===== src/hw/rtl/r2fft_pkg.sv =====
// Shared types and constants for the radix-2 FFT with half swap.
// Depends on nothing; used by every module in hw/rtl.
package r2fft_pkg;
	localparam int SampleW = 16;
	localparam int ResultW = 22;
	localparam int AccW    = 26;
	localparam int TwW     = 17;
	localparam int ProdW   = 38;

	typedef logic signed [AccW-1:0] acc_t;
	typedef logic signed [TwW-1:0]  tw_t;

	typedef enum logic [2:0] {
		ST_LOAD, ST_BFY_RD, ST_BFY_MUL, ST_BFY_WR, ST_EMIT
	} core_state_t;

	// round(32768*sin(pi*k/32)), k = 0..16
	function automatic tw_t quarter_sine(input logic [4:0] k);
		case (k)
			5'd0:  quarter_sine = 17'sd0;
			5'd1:  quarter_sine = 17'sd3212;
			5'd2:  quarter_sine = 17'sd6393;
			5'd3:  quarter_sine = 17'sd9512;
			5'd4:  quarter_sine = 17'sd12540;
			5'd5:  quarter_sine = 17'sd15447;
			5'd6:  quarter_sine = 17'sd18205;
			5'd7:  quarter_sine = 17'sd20788;
			5'd8:  quarter_sine = 17'sd23170;
			5'd9:  quarter_sine = 17'sd25330;
			5'd10: quarter_sine = 17'sd27246;
			5'd11: quarter_sine = 17'sd28899;
			5'd12: quarter_sine = 17'sd30274;
			5'd13: quarter_sine = 17'sd31357;
			5'd14: quarter_sine = 17'sd32138;
			5'd15: quarter_sine = 17'sd32610;
			default: quarter_sine = 17'sd32768;
		endcase
	endfunction

	// Cosine of angle pi*idx/32, idx in 0..31
	function automatic tw_t tw_cos(input logic [4:0] idx);
		if (idx <= 5'd16) tw_cos = quarter_sine(5'd16 - idx);
		else tw_cos = -quarter_sine(idx - 5'd16);
	endfunction

	function automatic tw_t tw_sin(input logic [4:0] idx);
		if (idx <= 5'd16) tw_sin = quarter_sine(idx);
		else tw_sin = quarter_sine(5'd0 - idx);
	endfunction

	// floor(v/32768 + 1/2) for a 38-bit product sum
	function automatic acc_t round_q15(input logic signed [ProdW-1:0] v);
		logic signed [ProdW-1:0] t;
		t = v + 38'sd16384;
		round_q15 = acc_t'(t >>> 15);
	endfunction

	function automatic logic [ResultW-1:0] sat22(input acc_t v);
		if (v > acc_t'(2097151)) sat22 = 22'h1FFFFF;
		else if (v < -acc_t'(2097152)) sat22 = 22'h200000;
		else sat22 = v[ResultW-1:0];
	endfunction
endpackage


===== src/hw/rtl/r2fft_front.sv =====
// Input front end: two-entry sample queue between port and core.
// Depends on r2fft_pkg.
module r2fft_front (
	input  logic clk,
	input  logic arst_n,
	input  logic in_valid,
	output logic in_ready,
	input  logic signed [r2fft_pkg::SampleW-1:0] in_re,
	input  logic signed [r2fft_pkg::SampleW-1:0] in_im,
	output logic q_valid,
	input  logic q_ready,
	output logic signed [r2fft_pkg::SampleW-1:0] q_re,
	output logic signed [r2fft_pkg::SampleW-1:0] q_im
);
	import r2fft_pkg::*;

	logic [SampleW-1:0] re_q [2];
	logic [SampleW-1:0] im_q [2];
	logic wp_q, rp_q;
	logic [1:0] cnt_q;
	logic push, pop;

	assign in_ready = (cnt_q != 2'd2);
	assign q_valid  = (cnt_q != 2'd0);
	assign push = in_valid && in_ready;
	assign pop  = q_valid && q_ready;
	assign q_re = re_q[rp_q];
	assign q_im = im_q[rp_q];

	// Queue storage
	always_ff @(posedge clk) begin
		if (push) begin
			re_q[wp_q] <= in_re;
			im_q[wp_q] <= in_im;
		end
	end

	// Queue pointers
	always_ff @(posedge clk or negedge arst_n) begin
		if (!arst_n) begin
			wp_q <= 1'b0;
			rp_q <= 1'b0;
			cnt_q <= 2'd0;
		end else begin
			if (push) wp_q <= ~wp_q;
			if (pop) rp_q <= ~rp_q;
			cnt_q <= cnt_q + {1'b0, push} - {1'b0, pop};
		end
	end
endmodule


===== config.mk =====
export PLATFORM = sky130hd
export DESIGN_NAME = r2fft_front
export DESIGN_NICKNAME = d
export VERILOG_FILES = /design/src/hw/rtl/r2fft_pkg.sv /design/src/hw/rtl/r2fft_front.sv
export SDC_FILE = /design/constraint.sdc
export NUM_CORES = 1
export LEC_CHECK = 0
export BUFFER_PORTS_ARGS = -buffer_cell sky130_fd_sc_hd__clkbuf_2
export CAP_MARGIN = 40
export CORE_MARGIN = 5
export CORE_UTILIZATION = 51
export DETAILED_ROUTE_END_ITERATION = 12
export PLACE_DENSITY_LB_ADDON = 0.08
export RECOVER_POWER = 50
export SYNTH_ARGS = -nofsm -noshare
export SYNTH_HDL_FRONTEND = slang
export SYNTH_SLANG_ARGS = --single-unit

===== constraint.sdc =====
create_clock -name clk -period 3.1 [get_ports clk]
set_input_delay 0.155 -clock clk [delete_from_list [all_inputs] [get_ports clk]]
set_output_delay 0.155 -clock clk [all_outputs]
set_load 0.02 [all_outputs]

Yosys cells after proc, flatten, opt, wreduce, memory -nomap -nowiden
Memory sizes are Yosys's and may differ from the RTL's.
Cells that the tools add are included.
{"block": "totals", "reg_bits": 4, "ram_bits": 64, "inputBits": 36, "out_inout_bits": 34, "word_cells": 15, "memories": 2}
{"name": "im_q", "depth": 2, "word_bits": 16, "rd": 1, "rd_clocked_by_memory_dff": 0, "write_ports": 1, "line_no": "r2fft_front.sv:18", "source": "logic [SampleW-1:0] im_q [2];"}
{"name": "re_q", "depth": 2, "word_bits": 16, "rd": 1, "rd_clocked_by_memory_dff": 0, "write_ports": 1, "line_no": "r2fft_front.sv:17", "source": "logic [SampleW-1:0] re_q [2];"}
{"block": "classes", "add_sub_neg": 2, "eq_ne": 1, "n_mux": 2, "n_bitwise": 2, "reduce_logical": 3}
{"operator": "$add 2x1->2", "n": 1}
{"operator": "$logic_and 1x1->1", "n": 2}
{"operator": "$mux 1", "n": 2}
{"operator": "$ne 2x2->1 const B", "n": 1}
{"operator": "$not 1->1", "n": 2}
{"operator": "$reduce_bool 2->1", "n": 1}
{"operator": "$sub 2x1->2", "n": 1}

Depth between registers and ports, before layout
{"block": "depth", "depth_word": 4, "depth_mapped": 7, "ltp_nobuf": 7}

Worst setup path before layout
OpenSTA, ideal clock, no wires.
{"block": "synth_path", "path_kind": "register -> register", "from": "reg cnt_q[1]", "to": "mem im_q[0][0], enable pin", "setup_time_ns": 0.421, "arrival_time_ns": 2.113, "required_ns": 2.679, "setup_slack_ns": 0.566, "stages_incl_launch_ff": 4, "n_path_buf": 0, "period_less_slack_ns": 2.534, "path_cell_list": "dfrtp_1 > nand2b_1 > nand2_1 > nor2_1"}
{"block": "synth_via", "elab_chain_cells": 4}
{"element": "start, declared", "line_no": "r2fft_front.sv:20", "source": "logic [1:0] cnt_q;"}
{"element": "start signal, assigned", "line_no": "r2fft_front.sv:47", "source": "cnt_q <= cnt_q + {1'b0, push} - {1'b0, pop};"}
{"element": "$ne 2x2->1", "line_no": "r2fft_front.sv:23", "source": "assign in_ready = (cnt_q != 2'd2);"}
{"element": "net in_ready", "line_no": "r2fft_front.sv:7", "source": "output logic in_ready,"}
{"element": "$logic_and 1x1->1", "line_no": "r2fft_front.sv:25", "source": "assign push = in_valid && in_ready;"}
{"element": "$mux 1", "line_no": "r2fft_front.sv:32", "source": "if (push) begin"}
{"element": "$mux 1 (implied by the code)", "line_no": "r2fft_front.sv:34", "source": "im_q[wp_q] <= in_im;"}
{"element": "end, declared", "line_no": "r2fft_front.sv:18"}
The timed path passes the listed nets, and every way through them passes these cells.

Worst setup path after layout
{"block": "layout_path", "from": "reg rp_q", "to": "out q_im[13] (netlist bit)"}
{"block": "layout_via", "elab_chain_cells": 1}
{"element": "start, declared", "line_no": "r2fft_front.sv:19", "source": "logic wp_q, rp_q;"}
{"element": "start signal, assigned", "line_no": "r2fft_front.sv:46", "source": "if (pop) rp_q <= ~rp_q;"}
{"element": "$mem_v2 2x16"}
{"element": "end, declared", "line_no": "r2fft_front.sv:13", "source": "output logic signed [r2fft_pkg::SampleW-1:0] q_im"}
Every way passes these cells.

==> results.yml <==
finish:
  fin_cells: 270
  fin_nets: 236
  drive_above_1_share_pct: 46.8
  regArea_sq_um: 2020
  nFillCells: 372
  area_growth_pct: 24.0
  design_area_sq_um: 3120
  multi_input_area_sq_um: 463
  antennaDiodeCount: 0
run_status:
  status: "finished, violations left"
  violations: "capacitance limit, slew limit"
synthesis:
  ys_top_cells_by_count: "edfxtp_1, mux2_2, dfrtp_1"
  synth_most_common_cell: "edfxtp_1"
  ys_ff_latch: 68
  netlist_area_sq_um: 2520
  ys_warn_count: 0
  synth.top_cell.area_share_pct: 76.3
  synth_async_sr_flop_share_pct: 5.88
  synth_cell_types: 15
  syn_area_per_cell_sq_um: 21.5
  postSynthCellCount: 117
  synth_top_area_cell: "edfxtp_1"
  synth_edf_count: 64
  syn_nets: 155
  synthTopCellsByArea: "edfxtp_1, mux2_2, dfrtp_1"
  ys.flop_type: "edfxtp_1"
  synth-seq-area-share_pct: 80.2
global_route:
  grt-ovfl-total: 0
  antenna_found_initial: 0
  grt_start_max_net_pins: 33
  grt_pass1_vias: 1402
  grt_usage_pct: 14.1
  grt_pass1_wl_microns: 6660
critical_path:
  arrival_ns: 2.28
  crit_type: "register to output port"
  cp-end-kind: "output port"
  cp-start-kind: "register"
  crit_fanout: 17
  worstPathRequired_ns: 2.94
detailed_routing:
  ant_nets: 0
  num_vias: 1311
  wl_per_cell_microns: 15.4
  drtPass1Iterations: 4
  totalWireLength_microns: 4170
  drtIter0Drc: 92
  vias_per_cell: 4.86
  drc: 0
cts:
  clock-sinks: 68
  cts_tree: "yes"
  clk-insertion-delay-late_ns: 0.32
  cts-buffers-inserted: 9
  clock_path_buffers: 2
  postCtsSetupBuffers: 0
  cts-root-buf: "clkbuf_8"
  clk_pin_slew_ns: 0.07
  htreeDepth: 3
placement:
  port_buffers: 69
  preCtsSetupSlack_ns: 1.30
  globalplace.congestion: 0.653
  place_inst: 253
  dp_hpwl_microns: 2960
  dpl_cell_area_sq_um: 2970
power_and_ir_drop:
  switchingPower_mw: 0.998
  power_density_nw_per_um2: 978
  ir_drop_v: 0.000605
  p_comb_share_pct: 33.6
  seq_power_share_pct: 44.7
  p_sw_share_pct: 32.7
  power.leakage_nw: 1.15
  clockPowerShare_pct: 21.7
  intPower_mw: 2.06
floorplan:
  die_w_microns: 80.3
  dieArea_sq_um: 6450
  num_rows: 25
  core_area_sq_um: 4750
  start_util_pct: 53.0
  ios: 70
  fp.dieH_microns: 80.3
sta:
  rsz0062_at_grt: "no"
  worst_slack_ns: 0.668
  tightest_slew_ns: 1.83
  fmax_ghz: 0.411
  setup_violations: 0
  final_hold_viol_count: 0
  setup_tns_ns: 0
  report.final.slew_viol_count: 33
  clock_skew_ns: 0.00984
  finalCritPeriodShare_pct: 78.5
  layout_min_cycle_time_ns: 2.43
  slew_headroom_pct: -22.2
worst_hold_path:
  hold_path.class: "input pin to register"
run:
  drv_cap: 1
-- state kept, by name (all words and copies together) (netlist names) --
signal and count:
cnt_q 2, rp_q 1, wp_q 1, re_q 32, im_q 32
-- worst max-delay path: stages (launching register included) --
cell and delay [ns]:
dfrtp_1 0.81, clkbuf_1 0.57, mux2_2 0.42, clkbuf_2 0.16
-- power groups by stage --
| stage | Clock [mW] | Combinational [mW] | Sequential (mW) |
|---|---|---|---|
| 6_report | 0.664 | 1.03 | 1.36 |
| 5_1_grt | 0.725 | 1.11 | 1.39 |
| 4_1_cts | 0.683 | 1.07 | 1.36 |
| 3_5_place_dp | 0 | 1.06 | 1.38 |
| 3_3_place_gp | 0 | 1.01 | 1.36 |
| 2_1_floorplan | 0 | 0.778 | 1.32 |
-- repair_timing --
action,4_1_cts,5_1_grt
endpoints found under the setup margin,0,0
hold buffers,1,0
hold endpoints to repair,4,0
resized for setup,0,0
-- metal layers --
metal | vias up | wire [microns] | track usage, %
met3 | 4 | 314 | 4.15
met4 | 0 | 38 | 6.08
met1 | 643 | 1590 | 16.9
met2 | 49 | 2220 | 23.7
li1 | 615 | - | -
met5 | - | 0 | 0
-- cell families (layout without fill, tap and decap cells) --
family / Yosys count / after routing / synth area share (%)
flip-flops: 68 / 68 / 80.2
XOR/XNOR: 4 / 4 / 1.39
adder cells (fa/ha/maj): 2 / 2 / 0.993
AND/OR/NAND/NOR: 6 / 6 / 1.39
multiplexers: 32 / 32 / 14.3
buffers and inverters: 5 / 91 / 1.69
-- worst paths after layout --
kind	from	end	slack [ns]	cells past startpoint
max	rp_q$_DFFE_PN0P_	q_im[13]	0.67	3
max reg2reg	cnt_q[1]$_DFF_PN0_	im_q[1][2]$_DFFE_PP_	0.69	3
min in group asynchronous	arst_n	rp_q$_DFFE_PN0P_	0.22	2
max in group asynchronous	arst_n	wp_q$_DFFE_PN0N_	2.65	2
min	in_re[12]	re_q[0][12]$_DFFE_PP_	0.02	1
min reg2reg	cnt_q[0]$_DFF_PN0_	cnt_q[0]$_DFF_PN0_	0.52	1
-- per-stage QoR --
step | util (%) | power [mW] | hold slack, ns
6_report | 65.7 | 3.06 | 0.0207
5_1_grt | 65.7 | 3.23 | 0.00173
4_1_cts | 66.5 | 3.11 | 0.00786
3_5_place_dp | 62.4 | 2.44 | -0.0192
3_3_place_gp | 61.8 | 2.38 | -0.0256
2_1_floorplan | - | 2.10 | -0.141
-- layout make-up --
cell class,instances,share of cell area (%)
flip-flops and latches,68,64.7
multi-input cells,44,14.8
repair buffers,74,11.8
clock buffers,11,4.21
well taps,67,2.68
clock inverters,5,1.68
inverters,1,0.120
-- layout by cell type, fill, tap and decap left out --
master and n:
dfrtp_1 4, clkbuf_8 9, edfxtp_1 64, or2_1 1, dlygate4sd3_1 1, clkinv_2 3, and3_1 1, buf_16 1
and2_4 1, nand2_1 1, ha_1 2, inv_1 1, nor2_4 1, nand2b_1 1, clkbuf_1 28, buf_4 1
mux2_2 32, xor2_1 1, clkinvlp_4 1, clkbuf_2 45, xnor2_1 3, bufinv_16 1
Note: power is estimated with default switching activity, not from simulation.
